**src/rtl/bmce_ram.sv**
```systemverilog
// Generic simple dual-port RAM: one write port, one read port, registered read.
// Used for the adjacency rows, the column match tables and the search stack.
// No dependencies.
module bmce_ram #(
  parameter int WIDTH = 8,
  parameter int DEPTH = 128
) (
  input  logic                     clk,
  input  logic                     we,
  input  logic [$clog2(DEPTH)-1:0] waddr,
  input  logic [WIDTH-1:0]         wdata,
  input  logic [$clog2(DEPTH)-1:0] raddr,
  output logic [WIDTH-1:0]         rdata
);

  logic [WIDTH-1:0] mem [DEPTH];

  always_ff @(posedge clk) begin
    if (we) begin
      mem[waddr] <= wdata;
    end
    rdata <= mem[raddr];
  end

endmodule

```
**config.mk**
```make
export PLATFORM = sky130hd
export DESIGN_NAME = bmce_ram
export DESIGN_NICKNAME = d
export VERILOG_FILES = /design/src/rtl/bmce_ram.sv
export SDC_FILE = /design/constraint.sdc
export NUM_CORES = 1
export LEC_CHECK = 0
export BUFFER_PORTS_ARGS = -buffer_cell sky130_fd_sc_hd__buf_2
export CAP_MARGIN = 20
export CORE_ASPECT_RATIO = 0.6
export CORE_MARGIN = 1
export CORE_UTILIZATION = 45
export DETAILED_ROUTE_END_ITERATION = 12
export PLACE_DENSITY_LB_ADDON = 0.1
export SLEW_MARGIN = 10
export SYNTH_ARGS = -nofsm -noshare
export SYNTH_HDL_FRONTEND = slang
export SYNTH_SLANG_ARGS = --single-unit
```
**constraint.sdc**
```tcl
create_clock -name clk -period 3.4 [get_ports clk]
set_input_delay 0.68 -clock clk [delete_from_list [all_inputs] [get_ports clk]]
set_output_delay 0.68 -clock clk [all_outputs]
set_load 0.005 [all_outputs]
```
[Word-level counts from Yosys, hierarchy flattened]
Memory sizes are Yosys's and may differ from the RTL's. A register that Yosys moved wholly into a read port is not among the register bits.
Cells that the tools add are included.
Storage, ports and cells
  register bits: 0
  bits in latches: 0
  RAM bits: 1024
  memory bits (read-only): 0
  word-level logic and storage cells: 3
  memories: 1
Cells by class
  $add $sub $neg: 0
  multipliers: 0
  div/mod/pow operators: 0
  $lt $le $gt $ge: 0
  equality and inequality tests: 0
  shift-type cells: 0
  multiplexer cells: 2
  bitwise logic cells: 0
  reduce and logical (&&, ||, !) cells: 0
Memories
  mem: words 128, width 8, read ports 1, clocked after memory_dff 1, write ports 1, line 16  | logic [WIDTH-1:0] mem [DEPTH];
Operator list (count)
  1-bit two-way mux: 2

[Longest topological paths before layout]
Gate-level depths: netlist of run 1.
  depth in word-level cells: 2
  depth in mapped cells: 7
  gate-level depth less buffers: 4

[Worst setup path before layout of run 1]
No wires, ideal clock.
  path kind: input to register
  start point: input raddr[0]
  end point: register rdata[0] (read register of mem)
  library setup time: 121 ps
  arrival: 3063 ps
  required time: 3279 ps
  slack: 216 ps
  stages on the path: 6
  cell sequence: clkbuf_1 > buf_1 > mux4_2 > mux4_2 > mux4_2 > mux2_2
RTL lines
  start: declaration: line 12  | input logic [$clog2(DEPTH)-1:0] raddr,
  end: declaration: line 13  | output logic [WIDTH-1:0] rdata

==> results of run 1 <==
==> synthesized netlist by cell type <==
master / instances
nor2b_1: 7
nor2_1: 122
nand4_1: 3
buf_4: 11
edfxtp_1: 1024
buf_1: 18
mux4_2: 336
or3_1: 1
nand2_1: 14
buf_6: 1
dfxtp_1: 8
mux2_2: 8
nand2b_1: 2
clkbuf_1: 44
nor3_1: 9
nand3_1: 12
buf_2: 15
==> state kept, by name (all words and copies together), names as in the netlist <==
register	flops
mem	1024
rdata	8
==> routing by layer <==
layer	vias to the layer above	track usage	wire length (µm)
met3	106	0.0607	9670
li1	7495	-	-
met1	10200	0.390	48600
met2	774	0.301	41300
met5	-	0	0
met4	0	0.0485	1540
==> kinds of logic (layout without fill, tap and decap cells) <==
group | count (synthesis) | in the layout | synth area share
buffers and inverters | 89 | 397 | 0.0101
flip-flops | 1032 | 1032 | 0.779
multiplexers | 344 | 344 | 0.193
other | 0 | 5 | 0
AND/OR/NAND/NOR | 170 | 170 | 0.0176
==> layout make-up <==
cell class | count | area (µm²) | area share
Tap cell | 1147 | 1440 | 0.0314
Sequential cell | 1032 | 30900 | 0.676
Timing Repair Buffer | 230 | 2050 | 0.0449
Clock buffer | 116 | 2460 | 0.0537
Antenna cell | 5 | 12.5 | 0.000274
Multi-Input combinational cell | 514 | 8350 | 0.183
Clock inverter | 51 | 499 | 0.0109
==> critical path: cells and delay by family <==
kind,cells,cell delay [ns]
buffers and inverters,3,0.57
multiplexers,4,2.00
==> stage by stage <==
stage	cells	power, mW	worst slack [ns]	area (µm²)	hold slack [ns]
floorplan	1635	15.0	0.216	39700	0.779
global placement	2923	15.8	-0.0403	42800	1.11
detailed placement	2923	15.8	-0.0517	42800	1.11
CTS	3090	26.2	0.688	45700	0.416
global route	3091	26.7	0.616	45700	0.443
finish	3095	26.0	0.656	45700	0.457
==> path summary, 6_finish.rpt <==
path | slack (ns) | cells past startpoint | from | endpoint
worst max-delay path | 0.66 | 7 | raddr[0] | rdata[6]$_DFF_P_
worst min-delay path | 0.46 | 1 | wdata[5] | mem[78][5]$_DFFE_PP_
worst max register to register | 0.91 | 4 | mem[69][6]$_DFFE_PP_ | rdata[6]$_DFF_P_
worst min register to register | 1.13 | 4 | mem[16][0]$_DFFE_PP_ | rdata[0]$_DFF_P_
==> power groups by stage <==
stage	clock (mW)	sequential, mW	combinational [mW]
final	10.4	14.1	1.45
after global routing	11.1	14.1	1.53
after detailed placement	0	14.4	1.47
after global placement	0	14.4	1.45
after CTS	10.6	14.1	1.47
after floorplan	0	14.3	0.710
==> impl_metrics.tcl, run 1 <==
set metrics [dict create \
    period_share 0.807 \
    maxSlewViolCount 0 \
    ctsHoldBuffers 0 \
    die_area_um2 89400 \
    area_growth_pct 15.3 \
    via_count 18500 \
    cpMaxStageDelayCell "mux4_2" \
    yosys_warnings 0 \
    seqPwrFrac 0.542 \
    synthTopCellsByArea "edfxtp_1 (78%), mux4_2 (19%), nor2_1 (1.2%)" \
    status "completed" \
    die_w_um 385 \
    cp_cell_sequence "buf_8 > buf_12 > buf_12 > mux4_2 > mux4_2 > mux4_2 > mux2_2" \
    synthCells 1635 \
    required_ns 3.96 \
    synth_cell_types 17 \
    ctsLongestPathBuffers 3 \
    fin_setup_tns_ns 0 \
    cts_tree "yes" \
    antenna_found_initial 20 \
    vdd.ir_drop.worst_mv 0.415 \
    dpl.hpwl_um 65300 \
    slew_headroom 0.438 \
    drive_gt1_frac 0.360 \
    syn-num-nets 1659 \
    hold_violations 0 \
    wl_um 101000 \
    wire_per_inst_um 32.7 \
    core_area_um2 86400 \
    swShare 0.213 \
    grt_overflow_total 0 \
    synth_top_area_frac 0.775 \
    drc 0 \
    critPathKind "in2reg" \
    final_cell_mix "edfxtp_1 (1024), mux4_2 (336), buf_4 (179), nor2_1 (122), clkbuf_16 (95)" \
    combinationalPowerShare 0.056 \
    rows 83 \
    cts_buffers 93 \
    grt_pass1_vias 18300 \
    ios 32 \
    htree_levels 3 \
    die_y_um 232 \
    yosysTopAreaCell "edfxtp_1" \
    min_period_ns 2.74 \
    cts_setup_buffers 0 \
    clock-sinks 1032 \
    worst_slew_pin_slew_ns 0.840 \
    fill_cells 6571 \
    max_freq_mhz 364 \
    cpPeakStageDelay_ns 0.62 \
    initial_core_util 0.459 \
    crit_top_cell "mux4_2" \
    drt_iter0_markers 2450 \
    nets 1895 \
    worstSetupEndpointType "flop" \
    p_sw_mw 5.54 \
    grt_pass1_wl_um 143000 \
    setup_violations 0 \
    power_density_nw_per_um2 568 \
    synthesis.area_um2 39700 \
    hold_path.class "in2reg" \
    post_cts_resize_count 0 \
    rsz0062_at_grt "false" \
    drtPass1Iterations 5 \
    track_usage 0.233 \
    ys_ff_latch 1032 \
    clk_pin_slew_worst_paths_ns 0.06 \
    skew_ns 0.0214 \
    p_clk_frac 0.402 \
    syn_area_per_cell_um2 24.3 \
    grt_max_degree 129 \
    crit_fanout 16 \
    io_buffers 31 \
    clock_latency_ns 0.68 \
    place_congestion 0.814 \
    maxCapViolations 0 \
    ant_nets 0 \
    leakage_nw 14.3 \
    fin_util 0.529 \
    cts-root-buf "clkbuf_16" \
    critPathArrivalTime_ns 3.30 \
    ys_seq_area_frac 0.779 \
    final_common_cell "edfxtp_1" \
    internal_power_mw 20.4 \
    setup.worst_path.start_class "input port" \
    vias_per_cell 5.99 \
]
Note: power is estimated with default switching activity, not from simulation.
==> inputs of run 2 (changes only) <==
Settings changed: ABC_AREA set to 1.
Clock period 3.4 ns to 2.3 ns, I/O delays scaled along.
==> impl_metrics.tcl, run 2 <==
set metrics [dict create \
    combinationalPowerShare 0.071 \
    clock-sinks 1032 \
    min_period_ns 1.83 \
    hold_violations 0 \
    ctsHoldBuffers 0 \
    yosys_warnings 0 \
    synth_mux_area_frac 0 \
    rsz0062_at_grt "false" \
    track_usage 0.261 \
    critPathArrivalTime_ns 1.37 \
    grt_pass1_wl_um 182000 \
    synth_ff_type "edfxtp_1" \
    async_flop_share 0 \
    period_share 0.796 \
    seqPwrFrac 0.523 \
    place_congestion 0.904 \
    io_buffers 31 \
    ys_seq_area_frac 0.734 \
    initial_core_util 0.457 \
    synth_xor_area_frac 0 \
    ys_ff_latch 1032 \
    status "completed" \
    max_freq_mhz 546 \
    p_sw_mw 9.05 \
    htree_levels 3 \
    die_area_um2 94800 \
    grt_pass1_vias 27300 \
    stdcell_count 5101 \
    wire_per_inst_um 23.9 \
    synth_top_family_by_area "simple AND/OR/NAND/NOR gates" \
    synthSimpleGateAreaFrac 0.232 \
    grt_overflow_total 0 \
    largest_register "mem" \
    nets 3815 \
    crit_buf_inv 1 \
    reg_top3 "mem (1024), rdata (8)" \
    area_growth_pct 16.0 \
    synth_top_area_frac 0.730 \
    stdcell_area_um2 48800 \
    critPathKind "reg2out" \
    skew_ns 0.0265 \
    required_ns 1.84 \
    core_area_um2 92200 \
    drive_gt1_frac 0.126 \
    multi_input_area_um2 9760 \
    holdWs_ns 0.166 \
    synth_most_common_cell "nand2_1" \
    maxCapViolations 0 \
    maxSlewViolCount 0 \
    crit_family "flip-flops" \
    hold_path.class "in2reg" \
    cpPeakStageDelay_ns 0.50 \
    setup_violations 0 \
    post_cts_resize_count 0 \
    drtPass1Iterations 5 \
    swShare 0.227 \
    synth_adder_area_share 0 \
    cts_tree "yes" \
    worst_slack_ns 0.469 \
    ctsLongestPathBuffers 3 \
    grt_max_degree 83 \
    cpMaxStageDelayCell "dfxtp_1" \
    antenna_found_initial 2 \
    fin_util 0.530 \
    synth_cell_types 14 \
    slew_headroom 0.555 \
    synth_edf_count 1024 \
    setup.worst_path.start_class "flop" \
    syn-num-nets 3599 \
    synthTopCellsByCount "nand2_1 (1215), edfxtp_1 (1024), nand3_1 (931)" \
    die_y_um 239 \
    final_common_cell "nand2_1" \
    cts-root-buf "clkbuf_16" \
    placed_cells 4925 \
    fill_cells 7866 \
    wl_um 122000 \
    clock_latency_ns 0.70 \
    ios 32 \
    ant_nets 0 \
    drc 0 \
    cts_buffers 96 \
    worstSetupEndpointType "output port" \
    cts_setup_buffers 0 \
    synthCells 3575 \
    die_w_um 397 \
    rows 86 \
    cp_cell_sequence "buf_2" \
    final_cell_mix "nand2_1 (1215), edfxtp_1 (1024), nand3_1 (931), buf_4 (263), nor2_1 (134)" \
    largest_reg_flops 1024 \
    worst_slew_pin_slew_ns 0.668 \
    regArea_um2 30900 \
    internal_power_mw 30.7 \
    leakage_nw 17.7 \
    dpl.hpwl_um 77800 \
    synthTopCellsByArea "edfxtp_1 (73%), nand3_1 (11%), nand2_1 (11%)" \
    dpl_cell_area_um2 45700 \
    power_density_nw_per_um2 814 \
    drt_iter0_markers 3550 \
    crit_fanout 1 \
    place_ws_ns -0.0899 \
    synthesis.area_um2 42100 \
    diodes 0 \
    vias_per_cell 5.60 \
    fin_setup_tns_ns 0 \
    via_count 28500 \
    synth-compound-area-share 0 \
    vdd.ir_drop.worst_mv 0.645 \
    p_clk_frac 0.407 \
    yosysTopAreaCell "edfxtp_1" \
    power.total_mw 39.8 \
    syn_area_per_cell_um2 11.8 \
    clk_pin_slew_worst_paths_ns 0.06 \
]
[run 2: per-layer routing]
metal	share of wire	global-route usage	vias up
li1	-	-	13000
met1	0.46	0.403	14100
met2	0.42	0.368	1281
met3	0.10	0.0613	169
met4	0.021	0.0656	0
met5	0	0	-
[run 2: worst paths after layout]
path / start / end / slack (ns) / cells past startpoint
setup / recovery: rdata[2]$_DFF_P_ / rdata[2] / 0.47 / 1
hold / removal: raddr[6] / rdata[2]$_DFF_P_ / 0.17 / 3
setup reg to reg: mem[68][6]$_DFFE_PP_ / rdata[6]$_DFF_P_ / 0.63 / 10
hold reg to reg: mem[20][0]$_DFFE_PP_ / rdata[0]$_DFF_P_ / 0.94 / 10
[run 2: worst register-to-register path, stage by stage, from the launching register on]
cell and delay [ns]:
edfxtp_1 0.37, nand2_1 0.08, nand3_1 0.08, nand3_1 0.16, nand3_1 0.22, nand2_1 0.16
nand2_1 0.06, nand3_1 0.09, nand2_1 0.06, nand2_1 0.17, nand2_1 0.10
[run 2: cell families (layout without fill, tap and decap cells)]
logic type	Yosys count	after routing
and+or+nand+nor	2288	2288
DFF	1032	1032
buffers and inverters	255	549
[run 2: area by class of cell]
cell class                 instances  share of cell area
sequential                      1032               0.633
multi-input combinational       2288               0.200
timing repair buffer             349              0.0693
clock buffer                     127              0.0539
tap                             1232              0.0316
clock inverter                    49              0.0102
inverter                          24             0.00238
[run 2: power by group through the flow]
| stage | clock, mW | sequential [mW] | combinational (mW) |
|---|---|---|---|
| after CTS | 16.4 | 20.8 | 2.79 |
| after floorplan | 0 | 21.2 | 1.37 |
| final | 16.2 | 20.8 | 2.81 |
| after global routing | 17.1 | 20.8 | 3.04 |
| after global placement | 0 | 21.2 | 2.77 |
| after detailed placement | 0 | 21.2 | 2.78 |
